==> src/rtl/spr_pkg.sv <==
package spr_pkg;

   localparam int DEF_TIME_WIDTH   = 48;
   localparam int DEF_MAX_REQUEST  = 1023;

   localparam int INTERVAL_WIDTH   = 32;
   localparam int CAP_WIDTH        = 16;
   localparam int COUNT_WIDTH      = 10;
   localparam int TIMEOUT_WIDTH    = 16;
   localparam int CSR_INDEX_WIDTH  = 2;
   localparam int CSR_DATA_WIDTH   = 32;

   localparam int US_PER_MS        = 1000;
   localparam int TMO_US_WIDTH     = TIMEOUT_WIDTH + 10;
   localparam int PROD_WIDTH       = COUNT_WIDTH + INTERVAL_WIDTH;

   localparam logic [INTERVAL_WIDTH-1:0] INTERVAL_RESET = INTERVAL_WIDTH'(1000);
   localparam logic [CAP_WIDTH-1:0]      CAP_RESET      = CAP_WIDTH'(1);

   typedef enum logic [1:0] {
      STATUS_GRANT   = 2'd0,
      STATUS_REJECT  = 2'd1,
      STATUS_INVALID = 2'd2
   } status_type;

   typedef enum logic [CSR_INDEX_WIDTH-1:0] {
      CSR_PERMIT_INTERVAL = 2'd0,
      CSR_MAX_STORED      = 2'd1
   } csr_index_type;

endpackage

==> src/rtl/spr_div.sv <==
module spr_div #(
   parameter int TIME_WIDTH = spr_pkg::DEF_TIME_WIDTH
) (
   input  logic                               clock,
   input  logic                               reset,
   input  logic                               start,
   input  logic [TIME_WIDTH-1:0]              dividend,
   input  logic [spr_pkg::INTERVAL_WIDTH-1:0] divisor,
   output logic                               done,
   output logic [TIME_WIDTH-1:0]              quotient
);
   import spr_pkg::*;

   localparam int CW = $clog2(TIME_WIDTH + 1);

   logic [CW-1:0]             cnt_ff, cnt_in;
   logic                      done_ff, done_in;
   logic [INTERVAL_WIDTH-1:0] rem_ff, rem_in;
   logic [TIME_WIDTH-1:0]     quo_ff, quo_in;
   logic [INTERVAL_WIDTH:0]   trial;
   logic [INTERVAL_WIDTH:0]   diff;

   always_comb begin
      trial   = {rem_ff, quo_ff[TIME_WIDTH-1]};
      diff    = trial - {1'b0, divisor};
      cnt_in  = cnt_ff;
      rem_in  = rem_ff;
      quo_in  = quo_ff;
      done_in = 1'b0;
      if (start) begin
         cnt_in = CW'(TIME_WIDTH);
         rem_in = '0;
         quo_in = dividend;
      end else if (cnt_ff != '0) begin
         if (trial >= {1'b0, divisor}) begin
            rem_in = diff[INTERVAL_WIDTH-1:0];
            quo_in = {quo_ff[TIME_WIDTH-2:0], 1'b1};
         end else begin
            rem_in = trial[INTERVAL_WIDTH-1:0];
            quo_in = {quo_ff[TIME_WIDTH-2:0], 1'b0};
         end
         cnt_in  = cnt_ff - CW'(1);
         done_in = (cnt_ff == CW'(1));
      end
   end

   always_ff @(posedge clock) begin
      if (reset) begin
         cnt_ff  <= '0;
         done_ff <= 1'b0;
      end else begin
         cnt_ff  <= cnt_in;
         done_ff <= done_in;
      end
      rem_ff <= rem_in;
      quo_ff <= quo_in;
   end

   assign done     = done_ff;
   assign quotient = quo_ff;

endmodule

==> src/rtl/smooth_permit_rate_limiter.sv <==
// Token bucket rate limiter with integer timing. Each request (blocking acquire or
// try-acquire with a millisecond timeout) refills the permit store from the time
// elapsed since the next-free time, takes its permits and returns the wait in
// microseconds; a late try-acquire is rejected and a zero count, a count above
// MAX_REQUEST or a zero try-acquire timeout is flagged invalid, both leaving the
// state untouched. One request at a time: req_stall stays high from the accepting
// edge until the result is loaded into the output register; a request that
// refills waits on the one-bit-per-cycle restoring divider that computes elapsed
// time over the permit interval, while invalid requests, rejected requests and
// grants without a refill skip it. The output register lets
// the next request enter while a result waits on rsp_stall. Configuration writes
// are always ready and must only be issued while no request is in flight.
module smooth_permit_rate_limiter #(
   parameter int TIME_WIDTH  = spr_pkg::DEF_TIME_WIDTH,
   parameter int MAX_REQUEST = spr_pkg::DEF_MAX_REQUEST
) (
   input  logic                                clock,
   input  logic                                reset,

   input  logic                                req_valid,
   output logic                                req_stall,
   input  logic                                req_type,
   input  logic [TIME_WIDTH-1:0]               req_now_us,
   input  logic [spr_pkg::COUNT_WIDTH-1:0]     req_permit_count,
   input  logic [spr_pkg::TIMEOUT_WIDTH-1:0]   req_timeout_ms,

   output logic                                rsp_valid,
   input  logic                                rsp_stall,
   output spr_pkg::status_type                 rsp_status,
   output logic [TIME_WIDTH-1:0]               rsp_wait_us,

   input  logic                                csr_valid,
   output logic                                csr_ready,
   input  logic [spr_pkg::CSR_INDEX_WIDTH-1:0] csr_index,
   input  logic [spr_pkg::CSR_DATA_WIDTH-1:0]  csr_data
);
   import spr_pkg::*;

   localparam int EW = (TIME_WIDTH > PROD_WIDTH) ? TIME_WIDTH : PROD_WIDTH;

   typedef enum logic [8:0] {
      ST_IDLE    = 9'b000000001,
      ST_CHECK   = 9'b000000010,
      ST_COMPARE = 9'b000000100,
      ST_DIVIDE  = 9'b000001000,
      ST_REFILL  = 9'b000010000,
      ST_TAKE    = 9'b000100000,
      ST_MULT    = 9'b001000000,
      ST_FINISH  = 9'b010000000,
      ST_DONE    = 9'b100000000
   } state_type;

   state_type                 state_ff, state_in;
   logic                      type_ff, type_in;
   logic [TIME_WIDTH-1:0]     now_ff, now_in;
   logic [COUNT_WIDTH-1:0]    count_ff, count_in;
   logic [TMO_US_WIDTH-1:0]   tmo_us_ff, tmo_us_in;
   logic [TIME_WIDTH-1:0]     deadline_ff, deadline_in;
   logic                      refill_ff, refill_in;
   logic [CAP_WIDTH-1:0]      avail_ff, avail_in;
   logic [COUNT_WIDTH-1:0]    short_ff, short_in;
   logic [PROD_WIDTH-1:0]     prod_ff, prod_in;
   logic [INTERVAL_WIDTH-1:0] interval_ff, interval_in;
   logic [CAP_WIDTH-1:0]      cap_ff, cap_in;
   logic [CAP_WIDTH-1:0]      stored_ff, stored_in;
   logic [TIME_WIDTH-1:0]     next_free_ff, next_free_in;
   status_type                res_status_ff, res_status_in;
   logic [TIME_WIDTH-1:0]     res_wait_ff, res_wait_in;
   logic                      rsp_valid_ff, rsp_valid_in;
   status_type                rsp_status_ff, rsp_status_in;
   logic [TIME_WIDTH-1:0]     rsp_wait_ff, rsp_wait_in;

   logic                      req_transfer;
   logic                      rsp_transfer;
   logic [INTERVAL_WIDTH-1:0] interval_eff;
   logic                      div_start;
   logic                      div_done;
   logic [TIME_WIDTH-1:0]     div_quotient;
   logic [TIME_WIDTH:0]       deadline_sum;
   logic [TIME_WIDTH:0]       free_sum;
   logic [CAP_WIDTH:0]        refill_sum;
   logic [EW-1:0]             prod_ext;
   logic [TIME_WIDTH-1:0]     wait_sat;
   logic                      invalid;

   assign req_stall    = (state_ff != ST_IDLE);
   assign req_transfer = req_valid && !req_stall;
   assign rsp_transfer = rsp_valid_ff && !rsp_stall;
   assign interval_eff = (interval_ff == '0) ? INTERVAL_WIDTH'(1) : interval_ff;
   assign csr_ready    = 1'b1;

   spr_div #(
      .TIME_WIDTH (TIME_WIDTH)
   ) u_div (
      .clock    (clock),
      .reset    (reset),
      .start    (div_start),
      .dividend (now_ff - next_free_ff),
      .divisor  (interval_eff),
      .done     (div_done),
      .quotient (div_quotient)
   );

   always_comb begin
      state_in      = state_ff;
      type_in       = type_ff;
      now_in        = now_ff;
      count_in      = count_ff;
      tmo_us_in     = tmo_us_ff;
      deadline_in   = deadline_ff;
      refill_in     = refill_ff;
      avail_in      = avail_ff;
      short_in      = short_ff;
      prod_in       = prod_ff;
      interval_in   = interval_ff;
      cap_in        = cap_ff;
      stored_in     = stored_ff;
      next_free_in  = next_free_ff;
      res_status_in = res_status_ff;
      res_wait_in   = res_wait_ff;
      rsp_valid_in  = rsp_valid_ff;
      rsp_status_in = rsp_status_ff;
      rsp_wait_in   = rsp_wait_ff;
      div_start     = 1'b0;

      invalid      = (count_ff == '0) ||
                     (CAP_WIDTH'(count_ff) > CAP_WIDTH'(MAX_REQUEST)) ||
                     (type_ff && (tmo_us_ff == '0));
      deadline_sum = {1'b0, now_ff} + (TIME_WIDTH + 1)'(tmo_us_ff);
      refill_sum   = {1'b0, stored_ff} + {1'b0, div_quotient[CAP_WIDTH-1:0]};
      prod_ext     = EW'(prod_ff);
      wait_sat     = (prod_ext > EW'({TIME_WIDTH{1'b1}})) ? {TIME_WIDTH{1'b1}}
                                                           : prod_ext[TIME_WIDTH-1:0];
      free_sum     = {1'b0, now_ff} + {1'b0, wait_sat};

      if (csr_valid && csr_ready) begin
         unique case (csr_index)
            CSR_PERMIT_INTERVAL: interval_in = csr_data[INTERVAL_WIDTH-1:0];
            CSR_MAX_STORED:      cap_in      = csr_data[CAP_WIDTH-1:0];
            default: ;
         endcase
      end

      if (rsp_transfer) begin
         rsp_valid_in = 1'b0;
      end

      unique case (state_ff)
         ST_IDLE: begin
            if (req_transfer) begin
               type_in   = req_type;
               now_in    = req_now_us;
               count_in  = req_permit_count;
               tmo_us_in = TMO_US_WIDTH'(req_timeout_ms) * TMO_US_WIDTH'(US_PER_MS);
               state_in  = ST_CHECK;
            end
         end
         ST_CHECK: begin
            deadline_in = deadline_sum[TIME_WIDTH] ? {TIME_WIDTH{1'b1}}
                                                   : deadline_sum[TIME_WIDTH-1:0];
            if (invalid) begin
               res_status_in = STATUS_INVALID;
               res_wait_in   = '0;
               state_in      = ST_DONE;
            end else begin
               state_in = ST_COMPARE;
            end
         end
         ST_COMPARE: begin
            priority if (type_ff && (next_free_ff > deadline_ff)) begin
               res_status_in = STATUS_REJECT;
               res_wait_in   = '0;
               state_in      = ST_DONE;
            end else if (now_ff >= next_free_ff) begin
               refill_in = 1'b1;
               div_start = 1'b1;
               state_in  = ST_DIVIDE;
            end else begin
               refill_in = 1'b0;
               state_in  = ST_REFILL;
            end
         end
         ST_DIVIDE: begin
            if (div_done) begin
               state_in = ST_REFILL;
            end
         end
         ST_REFILL: begin
            priority if (!refill_ff) begin
               avail_in = stored_ff;
            end else if (div_quotient > TIME_WIDTH'(cap_ff)) begin
               avail_in = cap_ff;
            end else if (refill_sum < {1'b0, cap_ff}) begin
               avail_in = refill_sum[CAP_WIDTH-1:0];
            end else begin
               avail_in = cap_ff;
            end
            state_in = ST_TAKE;
         end
         ST_TAKE: begin
            if (CAP_WIDTH'(count_ff) > avail_ff) begin
               short_in  = count_ff - avail_ff[COUNT_WIDTH-1:0];
               stored_in = '0;
            end else begin
               short_in  = '0;
               stored_in = avail_ff - CAP_WIDTH'(count_ff);
            end
            state_in = ST_MULT;
         end
         ST_MULT: begin
            prod_in  = PROD_WIDTH'(short_ff) * PROD_WIDTH'(interval_eff);
            state_in = ST_FINISH;
         end
         ST_FINISH: begin
            next_free_in  = free_sum[TIME_WIDTH] ? {TIME_WIDTH{1'b1}}
                                                 : free_sum[TIME_WIDTH-1:0];
            res_status_in = STATUS_GRANT;
            res_wait_in   = wait_sat;
            state_in      = ST_DONE;
         end
         ST_DONE: begin
            if (!rsp_valid_ff || rsp_transfer) begin
               rsp_valid_in  = 1'b1;
               rsp_status_in = res_status_ff;
               rsp_wait_in   = res_wait_ff;
               state_in      = ST_IDLE;
            end
         end
         default: begin
            state_in = ST_IDLE;
         end
      endcase
   end

   always_ff @(posedge clock) begin
      if (reset) begin
         state_ff     <= ST_IDLE;
         rsp_valid_ff <= 1'b0;
         interval_ff  <= INTERVAL_RESET;
         cap_ff       <= CAP_RESET;
         stored_ff    <= '0;
         next_free_ff <= '0;
      end else begin
         state_ff     <= state_in;
         rsp_valid_ff <= rsp_valid_in;
         interval_ff  <= interval_in;
         cap_ff       <= cap_in;
         stored_ff    <= stored_in;
         next_free_ff <= next_free_in;
      end
      type_ff       <= type_in;
      now_ff        <= now_in;
      count_ff      <= count_in;
      tmo_us_ff     <= tmo_us_in;
      deadline_ff   <= deadline_in;
      refill_ff     <= refill_in;
      avail_ff      <= avail_in;
      short_ff      <= short_in;
      prod_ff       <= prod_in;
      res_status_ff <= res_status_in;
      res_wait_ff   <= res_wait_in;
      rsp_status_ff <= rsp_status_in;
      rsp_wait_ff   <= rsp_wait_in;
   end

   assign rsp_valid   = rsp_valid_ff;
   assign rsp_status  = rsp_status_ff;
   assign rsp_wait_us = rsp_wait_ff;

endmodule

==> config.mk <==
export PLATFORM = sky130hd
export DESIGN_NAME = smooth_permit_rate_limiter
export DESIGN_NICKNAME = d
export VERILOG_FILES = /design/src/rtl/spr_pkg.sv /design/src/rtl/spr_div.sv /design/src/rtl/smooth_permit_rate_limiter.sv
export SDC_FILE = /design/constraint.sdc
export NUM_CORES = 2
export LEC_CHECK = 0
export ABC_AREA = 1
export BUFFER_PORTS_ARGS = -buffer_cell sky130_fd_sc_hd__clkbuf_2
export CAP_MARGIN = 0
export CORE_AREA = 2 2 310 342
export CTS_CLUSTER_DIAMETER = 40
export DETAILED_ROUTE_END_ITERATION = 12
export DIE_AREA = 0 0 312 344
export GPL_TIMING_DRIVEN = 1
export SYNTH_ARGS = -nofsm -noshare
export SYNTH_HDL_FRONTEND = slang
export SYNTH_SLANG_ARGS = --single-unit
==> constraint.sdc <==
create_clock -name clock -period 7.2 [get_ports clock]
set_clock_uncertainty 0.2 [all_clocks]
set_input_delay 0.36 -clock clock [delete_from_list [all_inputs] [get_ports clock]]
set_output_delay 0.36 -clock clock [all_outputs]
set_load 0.005 [all_outputs]
Word level (Yosys, flattened, before mapping)

Cells that the tools add are included.

Reduce and logical (&&, ||, !) cells: 25
Bitwise operators: 2
Order comparisons: 6
Mux-type cells: 31
Add/subtract/negate cells: 8
Multipliers: 2
Eq/ne operators: 17

Operators with widths:

| operator                                           | number |
|---|---|
| two-way mux 48 bit                                 | 5 |
| one-hot mux 48 bit (3 select lines)                | 1 |
| one-hot mux 9 bit (9 select lines)                 | 1 |
| two-way mux 16 bit                                 | 4 |
| two-way mux 32 bit                                 | 2 |
| adder 48 x 26 -> 49 bit                            | 1 |
| adder 48 x 42 -> 49 bit                            | 1 |
| >= comparator 48 bit                               | 1 |
| > comparator 48 x 16 -> 1 bit                      | 1 |
| > comparator 48 bit                                | 1 |
| subtractor 48 bit                                  | 1 |
| two-way mux 9 bit                                  | 5 |
| multiplier 10 x 32 -> 42 bit                       | 1 |
| >= comparator 33 x 32 -> 1 bit                     | 1 |
| logical NOT 32 bit                                 | 1 |
| subtractor 32 bit                                  | 1 |
| logical NOT 26 bit                                 | 1 |
| multiplier 16 x 7 -> 23 bit, second input constant | 1 |
| adder 16 x 16 -> 17 bit                            | 1 |
| < comparator 17 x 16 -> 1 bit                      | 1 |
| > comparator 10 x 16 -> 1 bit                      | 1 |
| subtractor 16 x 10 -> 16 bit                       | 1 |
| two-way mux 6 bit                                  | 2 |
| logical NOT 10 bit                                 | 1 |
| other kinds (32)                                   | 54 |

Bits of input ports: 114
Output and inout port bits: 53
Register bits: 508
Logic and storage cells: 115

Logic depth before layout (Yosys ltp)

Word-level depth: 6
Gate-level depth with buffers: 26
Mapped depth without buffers: 26

Modules after synthesis

Synthesis repeated with hierarchy kept, for this count alone.

Cell total of the unflattened synthesis: 6345
Area, all modules: 47047.6 um2

Modules (own cells, without submodules):

| module                     | cells each | times used | area an instance (um2) |
|---|---|---|---|
| smooth_permit_rate_limiter | 5246       | 1          | 40104.7 |
| spr_div                    | 1099       | 1          | 6942.9 |

Worst setup path before layout

Ideal clock, no wire load.

Path kind: register to register
Start point: register interval_ff[16]
End point: register prod_ff[30] (data pin)
Buffers on the path: 0
Library setup time: 262 ps
Cell stages (with the launch flop): 23
Setup slack: 1517 ps
Data arrival time: 5221 ps
Clock period less this slack: 5683 ps
Cell sequence: dfxtp_1 nor4_1 nand4_1 nor3_1 nor2_1 inv_1 nand2_1 fa_1 fa_1 inv_1 fa_1 fa_1 inv_1 fa_1 inv_1 ha_1 a21o_1 nor2_1 nand2_1 a21oi_1 o21ai_0 a21oi_1 xor2_1

Word-level cells in the longest chain between the ends: 3

RTL lines:

| what                           | RTL line                          | text |
|---|---|---|
| start, declared                | smooth_permit_rate_limiter.sv:63  | `logic [INTERVAL_WIDTH-1:0] interval_ff, interval_in;` |
| start signal, assigned         | smooth_permit_rate_limiter.sv:246 | `interval_ff <= interval_in;` |
| logical NOT 32 bit             | smooth_permit_rate_limiter.sv:89  | `assign interval_eff = (interval_ff == '0) ? INTERVAL_WIDTH'(1) : interval_ff;` |
| two-way mux 32 bit *           | smooth_permit_rate_limiter.sv:89  |  |
| multiplier 10 x 32 -> 42 bit * | smooth_permit_rate_limiter.sv:211 | `prod_in = PROD_WIDTH'(short_ff) * PROD_WIDTH'(interval_eff);` |
| end signal, assigned           | smooth_permit_rate_limiter.sv:259 | `prod_ff <= prod_in;` |
| end, declared                  | smooth_permit_rate_limiter.sv:62  | `logic [PROD_WIDTH-1:0] prod_ff, prod_in;` |

Mark *: on every way between the ends. The rest lies on a longest branch, timed or not.
A chain may end at the register's enable or synchronous reset.

Worst setup path in the final report

Start point: register interval_ff[11]
End point: register prod_ff[26] (data pin)

Same word-level chain as after synthesis.

==> flow_metrics.tcl <==
set metrics [dict create \
    rr_worst_depth 23 \
    max_freq_mhz 150 \
    maxCapViolations 0 \
    port_buffers 159 \
    dr.first_iter.drc_count 3519 \
    leakage_nw 26.3 \
    status "completed" \
    hold_viol 0 \
    post-dp-hpwl_um 129000 \
    hp-start "reset" \
    worstMarginPinSlew_ns 1.20 \
    ys_types 63 \
    grt_max_degree 90 \
    ys_warn_count 0 \
    area_delta_synth_final_pct 14.0 \
    required_ns 7.39 \
    grt_pass1_wl_um 241000 \
    whs_ns 0.0693 \
    die_h_um 344 \
    crit_fanout 5 \
    drt_wl_total_um 159000 \
    final_common_cell "nand2_1" \
    ys_seq_elements 496 \
    rsz0062_at_grt "no" \
    rr_startpoint "interval_ff[11]$_SDFFE_PP0P_" \
    worstSetupPathType "register to register" \
    htreeDepth 3 \
    clock-sinks 496 \
    r2r-end "prod_ff[26]$_DFFE_PP_" \
    post_drt_wl_per_cell_um 20.0 \
    io-pin-count 167 \
    min_period_over_period_pct 92.8 \
    cp.arrival_ns 6.87 \
    power.density_nw_per_um2 257 \
    fin_nets 7283 \
    initial_core_util_pct 44.8 \
    fp-row-count 124 \
    clk_latency_ns 0.66 \
    fin_crit_ns 6.68 \
    via_count 41700 \
    root_buffer "clkbuf_16" \
    synth-seq-area-share_pct 28.6 \
    overflow 0 \
    mostFrequentLayoutCells "1496 x nand2_1, 1126 x inv_1, 617 x nor2_1" \
    synth.avg_cell_area_um2 7.50 \
    syn_inst 6190 \
    r2r_slack_ns 0.52 \
    cts.path.max_buffers 3 \
    die_width_um 312 \
    holdPathStages 3 \
    place.gp.congestion 0.983 \
    peakVddDrop_mv 0.319 \
    setup_viol 0 \
    antenna_found_initial 7 \
    synth_flop_cell "edfxtp_1" \
    cts_inserted_buffers 89 \
    drcViolationCount 0 \
    hold_end "stored_ff[12]$_SDFFE_PP0P_" \
    dr.pass1.iters 6 \
    async_reset_ff_share_pct 0 \
    viasPerCell 5.25 \
    cts_setup_buffers 0 \
    drive_above_1_share_pct 7.10 \
    dieArea_um2 107000 \
    clk_pin_slew_ns 0.06 \
    core-area_um2 104000 \
    first_global_vias 40900 \
    finalSetupTns_ns 0 \
    antenna_left 0 \
    track_usage_pct 29.4 \
    drv_slew 0 \
    cts_tree "done" \
    endpoint_kind "register" \
    maxSlewHeadroom_pct 19.8 \
    syn_area_um2 46400 \
    hp-class "input port to register" \
    start_kind "register" \
    synth-edff-count 335 \
]
## kinds of logic after synthesis
group | count (synthesis) | share of synthesized area (%)
AOI/OAI and AO/OA | 882 | 10.4
DFF | 496 | 28.6
and+or+nand+nor | 2667 | 23.8
adders and majority gates | 690 | 23.4
other | 2 | 0.0162
buffers and inverters | 1287 | 10.7
xor gates and xnor gates | 166 | 3.13
## state kept, by name, summed over array words and instances (netlist names)
name / flops
deadline_ff: 48
next_free_ff: 48
now_ff: 48
u_div.quotient: 48
prod_ff: 42
res_wait_ff: 42
rsp_wait_us: 42
interval_ff: 32
u_div.rem_ff: 32
tmo_us_ff: 23
avail_ff: 16
cap_ff: 16
stored_ff: 16
count_ff: 10
short_ff: 10
state_ff: 9
u_div.cnt_ff: 6
res_status_ff: 2
rsp_status: 2
refill_ff: 1
rsp_valid: 1
type_ff: 1
u_div.done: 1
## Yosys cell counts, drive strengths merged, types with 2 or more instances
| cell type | instances | area, um^2 |
|---|---|---|
| and3 | 7 | 43.8 |
| o21bai | 43 | 323 |
| clkinv | 3 | 11.3 |
| buf | 44 | 284 |
| edfxtp | 335 | 10100 |
| nand3b | 9 | 67.6 |
| nand2 | 1510 | 5710 |
| nand3 | 307 | 1570 |
| a22oi | 2 | 15.0 |
| o211a | 2 | 20.0 |
| xor2 | 109 | 955 |
| inv | 1141 | 4280 |
| ha | 391 | 4890 |
| nor3 | 67 | 345 |
| nand4 | 72 | 480 |
| fa | 299 | 5990 |
| and2 | 6 | 37.5 |
| nor2 | 629 | 2390 |
| o21a | 11 | 82.6 |
| xnor2 | 57 | 499 |
| or2 | 26 | 163 |
| o22ai | 3 | 18.8 |
| a21o | 25 | 188 |
| a21oi | 417 | 2130 |
| o211ai | 10 | 80.1 |
| o31ai | 2 | 15.0 |
| a31oi | 26 | 163 |
| nor3b | 6 | 56.3 |
| a21boi | 15 | 116 |
| nor4 | 26 | 163 |
| clkbuf | 99 | 372 |
| conb | 2 | 7.51 |
| dfxtp | 161 | 3220 |
| o21ai | 319 | 1600 |
## layout make-up
class,count,area [um^2]
multi-input combinational,4412,28200
fill,10400,50700
timing repair buffer,336,2410
sequential,496,13300
clock inverter,65,662
inverter,1144,4300
clock buffer,99,2290
tap,1386,1730
antenna,6,15.0
## what timing repair did
| item | CTS | global route |
|---|---|---|
| endpoints found under the hold margin | 113 | 0 |
| hold buffers | 109 | 0 |
| gates resized for setup | 0 | 1 |
| setup endpoints to repair | 0 | 2 |
## metal layers
layer / vias to the layer above / GRT usage (%) / routed length (um)
li1: 20400 / - / -
met1: 19800 / 37.0 / 65900
met2: 1219 / 51.0 / 77100
met3: 336 / 3.08 / 7740
met4: 2 / 13.7 / 7940
met5: - / 0 / 7
## where the power goes
part           leakage (nW)  switching, mW  internal, mW
Combinational          20.6           3.53          1.89
Sequential             4.32          0.359          3.66
Clock                  1.42           1.61          2.55
## through the flow
stage          area (um^2)  setup WS [ns]  util (%)  instances  power (mW)
2_1_floorplan        46400           1.52         -       6195        7.85
3_3_place_gp         48900          0.394      47.2       7665        9.34
3_5_place_dp         48900          0.370      47.2       7665        9.39
4_1_cts              52900          0.317      51.1       7938        13.7
5_1_grt              52900          0.130      51.1       7942        14.6
6_report             52900          0.519      51.1       7944        13.6
## worst max path at each step
| stage | startpoint | endpoint | slack, ns | cells past startpoint |
|---|---|---|---|---|
| after floorplan | interval_ff[16]$_SDFFE_PP0P_ | prod_ff[30]$_DFFE_PP_ | 1.52 | 22 |
| after global placement | interval_ff[7]$_SDFFE_PP1P_ | prod_ff[30]$_DFFE_PP_ | 0.39 | 23 |
| after detailed placement | interval_ff[11]$_SDFFE_PP0P_ | prod_ff[26]$_DFFE_PP_ | 0.37 | 23 |
| after CTS | interval_ff[11]$_SDFFE_PP0P_ | prod_ff[26]$_DFFE_PP_ | 0.32 | 23 |
| after global routing | interval_ff[11]$_SDFFE_PP0P_ | prod_ff[30]$_DFFE_PP_ | 0.13 | 23 |
| final | interval_ff[11]$_SDFFE_PP0P_ | prod_ff[26]$_DFFE_PP_ | 0.52 | 23 |
## worst max-delay path, stage by stage, from the launching register on
cell and delay, ns:
dfxtp_1 0.31, nor4_1 0.40, nand4_1 0.27, nor3_1 0.33, nor2_1 0.11, inv_1 0.20, nand2_1 0.11, fa_1 0.54
fa_1 0.54, inv_1 0.06, fa_1 0.50, fa_1 0.56, inv_1 0.06, fa_1 0.53, inv_1 0.04, ha_1 0.35
nand2_1 0.19, nor2_1 0.07, nor2_1 0.14, nand2_1 0.11, a21oi_1 0.29, o21ai_1 0.21, a21oi_1 0.21, xor2_1 0.08
No activity file was read; power rests on OpenSTA's default activity.
